### src/design/crb_pkg.sv
// ----------------------------------------------------------------------------
// crb_pkg: shared types and constants for the coalescing ring buffer
// Request/result payloads, status codes, sequencer states and cell control.
// ----------------------------------------------------------------------------
package crb_pkg;

  localparam int CRB_CAPACITY    = 16;
  localparam int CRB_KEY_WIDTH   = 32;
  localparam int CRB_VALUE_WIDTH = 32;

  typedef enum logic [2:0] {
    CRB_COALESCED = 3'd0,
    CRB_APPENDED  = 3'd1,
    CRB_REJECTED  = 3'd2,
    CRB_POLLED    = 3'd3,
    CRB_EMPTY     = 3'd4
  } crb_status_t;

  typedef enum logic [0:0] {
    CRB_CMD_OFFER = 1'b0,
    CRB_CMD_POLL  = 1'b1
  } crb_cmd_t;

  typedef enum logic {
    CRB_IDLE,
    CRB_POLL
  } crb_state_t;

  typedef struct packed {
    logic [0:0]  cmd;
    logic [31:0] entry_key;
    logic [31:0] entry_value;
    logic [4:0]  poll_limit;
  } crb_req_t;

  typedef struct packed {
    logic [2:0]  status;
    logic [31:0] out_value;
    logic        last;
    logic [4:0]  polled_count;
    logic [4:0]  occupancy;
    logic [31:0] rejection_total;
  } crb_rsp_t;

  // Broadcast control to every cell of the chain
  typedef struct packed {
    logic offer;  // offer transfer this cycle
    logic hit;    // some pending entry has the offered key
    logic shift;  // every cell takes its upper neighbor's entry
  } crb_cell_ctl_t;

endpackage

### src/design/crb_cell.sv
// ----------------------------------------------------------------------------
// crb_cell: one slot of the coalescing ring buffer chain
// Holds one entry, compares it with the offered key and shifts toward the head.
// ----------------------------------------------------------------------------
module crb_cell #(
  parameter int KEY_WIDTH   = crb_pkg::CRB_KEY_WIDTH,
  parameter int VALUE_WIDTH = crb_pkg::CRB_VALUE_WIDTH
) (
  input  logic                   clk,
  input  logic                   rst,
  input  crb_pkg::crb_cell_ctl_t ctl,
  input  logic [KEY_WIDTH-1:0]   probe_key,
  input  logic [VALUE_WIDTH-1:0] offer_value,
  input  logic                   prev_valid,
  input  logic                   next_valid,
  input  logic [KEY_WIDTH-1:0]   next_key,
  input  logic [VALUE_WIDTH-1:0] next_value,
  output logic                   valid,
  output logic [KEY_WIDTH-1:0]   key,
  output logic [VALUE_WIDTH-1:0] value,
  output logic                   match
);

  logic load;

  // The first free cell after the occupied run takes a new entry
  assign load  = ctl.offer && !ctl.hit && !valid && prev_valid;
  assign match = valid && (key == probe_key);

  always_ff @(posedge clk) begin
    if (rst) begin
      valid <= 1'b0;
    end else if (ctl.shift) begin
      valid <= next_valid;
    end else if (load) begin
      valid <= 1'b1;
    end
  end

  always_ff @(posedge clk) begin
    if (ctl.shift) begin
      key   <= next_key;
      value <= next_value;
    end else if (ctl.offer && match) begin
      value <= offer_value;
    end else if (load) begin
      key   <= probe_key;
      value <= offer_value;
    end
  end

endmodule

### src/design/coalescing_ring_buffer.sv
// ----------------------------------------------------------------------------
// coalescing_ring_buffer: FIFO of key/value entries that coalesce by key
// A chain of cells, oldest entry at the head, with a small poll sequencer.
// ----------------------------------------------------------------------------
// Usage:
//   A command is transferred on a rising edge where start is high and busy is
//   low. cmd offer: the key is compared with all pending entries at once; a
//   match overwrites that value, otherwise the entry is appended, or rejected
//   when CAPACITY entries are pending. One result follows in the cycle after the
//   transfer. cmd poll: n = min(poll_limit, occupancy) entries leave the head
//   one per cycle; busy is high while they leave, and the n results arrive on
//   consecutive cycles, each registered from the head cell, the last one
//   marked by last. A poll that removes nothing gives one result in the cycle
//   after its transfer. Throughput: one offer per cycle while busy is low; a
//   poll holds the input (busy high) while the chain shifts one cell per cycle
//   toward the head.
//   Each result is shown for exactly one cycle with result_valid; the
//   receiver cannot stall it. Reset (rst, synchronous) empties the chain and
//   clears the rejection counter.
// ----------------------------------------------------------------------------
module coalescing_ring_buffer #(
  parameter int CAPACITY    = crb_pkg::CRB_CAPACITY,
  parameter int KEY_WIDTH   = crb_pkg::CRB_KEY_WIDTH,
  parameter int VALUE_WIDTH = crb_pkg::CRB_VALUE_WIDTH
) (
  input  logic              clk,
  input  logic              rst,
  input  logic              start,
  output logic              busy,
  input  crb_pkg::crb_req_t request,
  output logic              result_valid,
  output crb_pkg::crb_rsp_t result
);

  localparam int CW = $clog2(CAPACITY + 1);
  localparam int LW = (CW > 5) ? CW : 5;

  crb_pkg::crb_state_t    state, state_next;
  crb_pkg::crb_cell_ctl_t ctl;

  logic [CW-1:0]          count, count_next, remaining, polled_n, poll_n;
  logic [31:0]            rejections, rejections_next;
  logic [CAPACITY-1:0]    valid_vec, match_vec;
  logic [KEY_WIDTH-1:0]   cell_key   [CAPACITY];
  logic [VALUE_WIDTH-1:0] cell_value [CAPACITY];
  logic [KEY_WIDTH-1:0]   probe_key;
  logic [VALUE_WIDTH-1:0] offer_value;
  logic [31:0]            head_value;
  logic [LW-1:0]          lim_w, occ_w;
  logic                   accept, offer_acc, poll_acc, hit, full, shift;
  crb_pkg::crb_status_t   offer_status;

  generate
    if (KEY_WIDTH <= 32) begin : g_key_narrow
      assign probe_key = request.entry_key[KEY_WIDTH-1:0];
    end else begin : g_key_wide
      assign probe_key = {{(KEY_WIDTH-32){1'b0}}, request.entry_key};
    end
    if (VALUE_WIDTH <= 32) begin : g_val_narrow
      assign offer_value = request.entry_value[VALUE_WIDTH-1:0];
    end else begin : g_val_wide
      assign offer_value = {{(VALUE_WIDTH-32){1'b0}}, request.entry_value};
    end
    if (VALUE_WIDTH >= 32) begin : g_head_wide
      assign head_value = cell_value[0][31:0];
    end else begin : g_head_narrow
      assign head_value = {{(32-VALUE_WIDTH){1'b0}}, cell_value[0]};
    end
  endgenerate

  assign busy      = (state == crb_pkg::CRB_POLL);
  assign accept    = start && !busy;
  assign offer_acc = accept && (request.cmd == crb_pkg::CRB_CMD_OFFER);
  assign poll_acc  = accept && (request.cmd == crb_pkg::CRB_CMD_POLL);
  assign hit       = |match_vec;
  assign full      = (count == CW'(CAPACITY));

  assign ctl.offer = offer_acc;
  assign ctl.hit   = hit;
  assign ctl.shift = shift;

  // Entries removed by a poll: limit clipped to what is pending
  assign lim_w  = LW'(request.poll_limit);
  assign occ_w  = LW'(count);
  assign poll_n = (lim_w < occ_w) ? CW'(lim_w) : count;

  genvar i;
  generate
    for (i = 0; i < CAPACITY; i++) begin : g_cell
      logic                   prev_valid, next_valid;
      logic [KEY_WIDTH-1:0]   next_key;
      logic [VALUE_WIDTH-1:0] next_value;

      if (i == 0) begin : g_head
        assign prev_valid = 1'b1;
      end else begin : g_body
        assign prev_valid = valid_vec[i-1];
      end

      if (i == CAPACITY - 1) begin : g_tail
        assign next_valid = 1'b0;
        assign next_key   = '0;
        assign next_value = '0;
      end else begin : g_link
        assign next_valid = valid_vec[i+1];
        assign next_key   = cell_key[i+1];
        assign next_value = cell_value[i+1];
      end

      crb_cell #(
        .KEY_WIDTH  (KEY_WIDTH),
        .VALUE_WIDTH(VALUE_WIDTH)
      ) u_cell (
        .clk        (clk),
        .rst        (rst),
        .ctl        (ctl),
        .probe_key  (probe_key),
        .offer_value(offer_value),
        .prev_valid (prev_valid),
        .next_valid (next_valid),
        .next_key   (next_key),
        .next_value (next_value),
        .valid      (valid_vec[i]),
        .key        (cell_key[i]),
        .value      (cell_value[i]),
        .match      (match_vec[i])
      );
    end
  endgenerate

  // Poll sequencer
  always_comb begin
    state_next = state;
    shift      = 1'b0;
    case (state)
      crb_pkg::CRB_IDLE: begin
        if (poll_acc && (poll_n != '0)) begin
          state_next = crb_pkg::CRB_POLL;
        end
      end
      crb_pkg::CRB_POLL: begin
        shift = 1'b1;
        if (remaining == CW'(1)) begin
          state_next = crb_pkg::CRB_IDLE;
        end
      end
      default: begin
        state_next = crb_pkg::CRB_IDLE;
      end
    endcase
  end

  always_comb begin
    count_next      = count;
    rejections_next = rejections;
    offer_status    = crb_pkg::CRB_APPENDED;
    if (hit) begin
      offer_status = crb_pkg::CRB_COALESCED;
    end else if (full) begin
      offer_status = crb_pkg::CRB_REJECTED;
    end
    if (offer_acc && !hit) begin
      if (full) begin
        rejections_next = (rejections == '1) ? rejections : rejections + 32'd1;
      end else begin
        count_next = count + CW'(1);
      end
    end else if (poll_acc) begin
      count_next = count - poll_n;
    end
  end

  always_ff @(posedge clk) begin
    if (rst) begin
      state        <= crb_pkg::CRB_IDLE;
      count        <= '0;
      rejections   <= '0;
      remaining    <= '0;
      result_valid <= 1'b0;
    end else begin
      state        <= state_next;
      count        <= count_next;
      rejections   <= rejections_next;
      result_valid <= offer_acc || (poll_acc && (poll_n == '0)) || busy;
      if (poll_acc) begin
        remaining <= poll_n;
      end else if (busy) begin
        remaining <= remaining - CW'(1);
      end
    end
  end

  // Result payload
  always_ff @(posedge clk) begin
    if (poll_acc) begin
      polled_n <= poll_n;
    end
    if (offer_acc) begin
      result.status          <= offer_status;
      result.out_value       <= '0;
      result.last            <= 1'b1;
      result.polled_count    <= '0;
      result.occupancy       <= 5'(count_next);
      result.rejection_total <= rejections_next;
    end else if (poll_acc) begin
      result.status          <= crb_pkg::CRB_EMPTY;
      result.out_value       <= '0;
      result.last            <= 1'b1;
      result.polled_count    <= '0;
      result.occupancy       <= 5'(count_next);
      result.rejection_total <= rejections;
    end else if (busy) begin
      result.status          <= crb_pkg::CRB_POLLED;
      result.out_value       <= head_value;
      result.last            <= (remaining == CW'(1));
      result.polled_count    <= 5'(polled_n);
      result.occupancy       <= 5'(count);
      result.rejection_total <= rejections;
    end
  end

`ifndef ASSERT_OFF
  // Pending keys are unique, so at most one cell can match
  a_single_match: assert property (@(posedge clk) disable iff (rst)
    $onehot0(match_vec))
    else $error("more than one cell matches the offered key");

  // Occupied cells form one run starting at the head
  a_packed_chain: assert property (@(posedge clk) disable iff (rst)
    (valid_vec & (valid_vec + CAPACITY'(1))) == '0)
    else $error("gap in the occupied cells");

  a_count_tracks: assert property (@(posedge clk) disable iff (rst)
    (state == crb_pkg::CRB_IDLE) |-> ($countones(valid_vec) == int'(count)))
    else $error("occupancy count disagrees with the cells");

  a_poll_emits: assert property (@(posedge clk) disable iff (rst)
    (state == crb_pkg::CRB_POLL) |=> (result_valid &&
      (result.status == crb_pkg::CRB_POLLED)))
    else $error("poll cycle without a polled result");

  a_head_valid: assert property (@(posedge clk) disable iff (rst)
    (state == crb_pkg::CRB_POLL) |-> valid_vec[0])
    else $error("polling an empty head cell");
`endif

endmodule

### config.mk
export PLATFORM = sky130hd
export DESIGN_NAME = coalescing_ring_buffer
export DESIGN_NICKNAME = d
export VERILOG_FILES = /design/src/design/crb_pkg.sv /design/src/design/crb_cell.sv /design/src/design/coalescing_ring_buffer.sv
export SDC_FILE = /design/constraint.sdc
export NUM_CORES = 2
export LEC_CHECK = 0
export ABC_AREA = 1
export BUFFER_PORTS_ARGS = -buffer_cell sky130_fd_sc_hd__buf_4
export CORE_UTILIZATION = 30
export DETAILED_ROUTE_END_ITERATION = 10
export PLACE_DENSITY = 0.53
export SKIP_LAST_GASP = 1
export SYNTH_ARGS = -nofsm -noshare
export SYNTH_HDL_FRONTEND = slang
export SYNTH_SLANG_ARGS = --single-unit
export TNS_END_PERCENT = 50
### constraint.sdc
create_clock -name clk -period 8.5 [get_ports clk]
set_input_delay 0 -clock clk [delete_from_list [all_inputs] [get_ports clk]]
set_output_delay 0 -clock clk [all_outputs]
set_load 0.03 [all_outputs]
==> reports/qor.txt <==
count of cells resized by post-cts repair = 0
number of CTS-inserted buffers = 131
setup repair after global routing missed its margin = false
Yosys warning total = 0
number of distinct library cell variants in the gate-level netlist after synthesis = 44
Crit path required time = 8.90 ns
worst reg-to-reg setup slack = 4.04 ns
Post-DRT Antenna Nets = 0
Mean Syn Cell Area = 9.164 sq um
Seq/Total Area, Yosys = 0.6189
aggregate global routing overflow = 0
reg-to-reg endpoint = g_cell[3].u_cell.value[30]
Netlist Area Pre-Place = 0.05400 sq mm
shortest period the worst path allows = 4.459 ns
layout cell share with drive strength beyond 1 = 0.07451
initial antenna violation count = 7
final number of hold-violating endpoints = 0
Starting Density = 0.3023
Crit Path Category = reg2reg
Largest delay share family, worst path = buffers and inverters
number of cells traversed by the worst register-to-register path = 11
routability cong. = 0.9643
clock-pin slew of the registers on the worst-case setup and hold paths = 0.06 ns
worst rel slew slack = 0.1287
number of failing setup endpoints in the final timing report = 0
Port Buf Inserts = 152
buffer depth of the longest clock path = 3
worst-case vdd ir drop = 229.4 uV
dominant cell type by area after synthesis = sky130_fd_sc_hd__edfxtp_1
cell-by-cell trace of the critical path = nor2_1, inv_2, nor2_4, inv_2, nor2_1, nand3_1, nor2_4, buf_4, nand3_1, o211ai_1, buf_4
hold path startpoint = request[5]
main area contributors after synthesis = sky130_fd_sc_hd__edfxtp_1 56%, sky130_fd_sc_hd__nand2_1 17%, sky130_fd_sc_hd__dfxtp_1 6.0%
total of fill cells in the finished design = 18150
Clk Latency, worst-skew pair = 0.79 ns
total vias in the final route = 40750
number of detailed-route iterations in the first pass = 6
transition time at the pin with the least slew margin = 1.307 ns
height of the die = 426.3 um
Storage cell area = 0.03343 sq mm
slowest stage delay, CP = 0.61 ns
WL per Instance = 21.16 um
fmax = 224.3 MHz
root buffer selected by CTS = sky130_fd_sc_hd__clkbuf_16
DRT Wirelength = 178000 um
maximum net fanout on the critical path = 73
portion of synthesized cell area occupied by the leading cell type = 0.5588
cell leakage power = 0.02528 uW
HPWL after detailed placement = 119300 um
Synth Register Bits = 1167
number of buffer and inverter instances along the worst setup path = 4
crit path launch type = flip-flop
first-iteration detailed-routing DRC count = 3718
Reg2Reg Launch Point = busy
arrival time of the worst setup path = 4.86 ns
num ports = 153
number of synthesized flops with an enable pin = 1005
total global routing track utilization = 0.1942
number of cell rows = 155
most used flip-flop cell after synthesis = sky130_fd_sc_hd__edfxtp_1
# nets final = 6044
Die Span X = 426.3 um
final clock skew = 0.03214 ns
global-route wire length before repair = 261000 um
Die Outline Area = 0.1817 sq mm
post-route DRC violation count = 0
Core Footprint = 0.1786 sq mm
share of the clock period used by the worst path after layout = 0.5246
Min-Delay Path Class = in2reg
depth of the worst hold-timing path = 6
number of standard cells after synthesis = 5893
hold_ws = 0.07076 ns
number of max-slew violations in the final report = 0
Critical Path End Type = flip-flop
CTS sink cnt = 1167
area of combinational cells with multiple inputs = 0.01710 sq mm
H-tree levels = 4
WHS Endpoint = g_cell[15].u_cell.value[0]
Total Negative Setup Slacks = 0 ns
synthesized netlist net count = 5980
cell at the slowest stage of the critical path = sky130_fd_sc_hd__buf_4
run status = finished clean
TritonCTS clock tree = done
power density cells = 261.8 mW/mm^2
maximum number of pins on one net before global-route repair = 216
share of flip-flops with an asynchronous set or reset = 0
average via count per standard cell = 4.843
# Max-Cap Violations = 0
vias in the first global route = 39740
signed area change from the synthesized netlist to the final layout = 14.58%
metal layers:
metal	GRT usage	part of all wire	wire length (um)	vias to the layer above
met3	0.02867	0.058	10360	358
met4	0.09725	0.049	8719	0
met5	0	0	0	-
met1	0.2413	0.41	72510	19750
li1	-	-	-	19220
met2	0.3277	0.49	86390	1418
worst min-delay path, delay by kind of cell:
family,cells,cell delay [ns]
buf+inv,3,0.65
simple gates,3,0.16
final cells by class:
type | instances | share of cell area
clock buffer | 183 | 0.06028
inverter | 556 | 0.03385
multi-input combinational | 3849 | 0.2763
tap | 2355 | 0.04762
sequential | 1167 | 0.5402
timing repair buffer | 252 | 0.03381
clock inverter | 46 | 0.007745
antenna | 5 | 0.0002022
what timing repair did:
action	in CTS	in global routing
setup buffers	0	0
hold buffers	65	0
endpoints found under the hold margin	632	0
through the flow:
stage	total power [uW]	utilization	setup WS (ns)	instances	area, sq um
finish	16200	0.3464	4.041	8413	61880
global route	16860	0.3464	3.780	8411	61870
detailed placement	10630	0.3191	3.852	8114	57000
CTS	16320	0.3464	4.032	8408	61860
floorplan	9486	-	3.050	5893	54000
global placement	10610	0.3191	3.877	8114	57000
state kept, by name, summed over array words and instances (netlist names):
signal and cells:
g_cell.u_cell.key 512, g_cell.u_cell.valid 16, remaining 5, g_cell.u_cell.value 512, polled_n 5, result_valid 1, count 5, busy 1
result 78, rejections 32
power breakdown:
group / internal [uW] / switching (uW) / total [uW]
registers: 7320 / 391 / 7710
clock network: 3280 / 2390 / 5670
logic: 738 / 2080 / 2820
cells by family (layout without fill, tap and decap cells):
logic type / after synthesis / in the layout / synth area share
compound gates: 660 / 660 / 0.06696
simple gates: 3003 / 3003 / 0.2166
flops: 1167 / 1167 / 0.6189
other cells: 0 / 5 / 0
buf+inv: 877 / 1037 / 0.06624
xor+xnor: 172 / 172 / 0.02790
fa+ha+maj: 14 / 14 / 0.003383
cells in the final DEF, fill, tap and decap left out, types with 24 or more instances in the layout:
cell type                       count
sky130_fd_sc_hd__inv_2             33
sky130_fd_sc_hd__buf_4            184
sky130_fd_sc_hd__nand3_1          120
sky130_fd_sc_hd__a22o_1            37
sky130_fd_sc_hd__edfxtp_1        1005
sky130_fd_sc_hd__xor2_1            41
sky130_fd_sc_hd__inv_1            520
sky130_fd_sc_hd__nor2_1           295
sky130_fd_sc_hd__dfxtp_1          161
sky130_fd_sc_hd__o21ai_0          367
sky130_fd_sc_hd__clkbuf_1          32
sky130_fd_sc_hd__clkbuf_16        136
sky130_fd_sc_hd__nand2_1         2465
sky130_fd_sc_hd__xnor2_1          131
sky130_fd_sc_hd__o22ai_1           54
sky130_fd_sc_hd__a21oi_1          117
sky130_fd_sc_hd__nand4_1           52
sky130_fd_sc_hd__o21ai_1           44
sky130_fd_sc_hd__dlygate4sd3_1     65
sky130_fd_sc_hd__nor3_1            24
cells in the mapped netlist, types with 3 or more instances:
cell and number:
sky130_fd_sc_hd__o221ai_1 10, sky130_fd_sc_hd__nand4_1 52, sky130_fd_sc_hd__nor2_1 297, sky130_fd_sc_hd__xnor2_1 131, sky130_fd_sc_hd__ha_1 13, sky130_fd_sc_hd__o21ai_1 44
sky130_fd_sc_hd__o22ai_1 54, sky130_fd_sc_hd__o211ai_1 18, sky130_fd_sc_hd__edfxtp_1 1005, sky130_fd_sc_hd__buf_4 57, sky130_fd_sc_hd__inv_2 33, sky130_fd_sc_hd__inv_1 522
sky130_fd_sc_hd__nor4_1 3, sky130_fd_sc_hd__nand3_1 124, sky130_fd_sc_hd__buf_1 9, sky130_fd_sc_hd__a21oi_1 117, sky130_fd_sc_hd__nor2_2 3, sky130_fd_sc_hd__o21ai_0 368
sky130_fd_sc_hd__dfxtp_1 162, sky130_fd_sc_hd__a22o_1 37, sky130_fd_sc_hd__a31oi_1 6, sky130_fd_sc_hd__or2_2 5, sky130_fd_sc_hd__nand3b_1 4, sky130_fd_sc_hd__nor3_1 24
sky130_fd_sc_hd__clkbuf_1 208, sky130_fd_sc_hd__nor2_4 3, sky130_fd_sc_hd__xor2_1 41, sky130_fd_sc_hd__buf_2 45, sky130_fd_sc_hd__nand2_1 2479
worst max-delay path by stage:
stage                startpoint                         end  cells past startpoint
floorplan                  busy   g_cell[0].u_cell.value[0]                     10
global placement    request[45]  g_cell[4].u_cell.value[11]                     13
detailed placement  request[45]  g_cell[4].u_cell.value[13]                     13
CTS                        busy  g_cell[3].u_cell.value[29]                     11
global route               busy   g_cell[4].u_cell.value[7]                     10
finish                     busy  g_cell[3].u_cell.value[30]                     11
No activity file was read; power rests on OpenSTA's default activity.
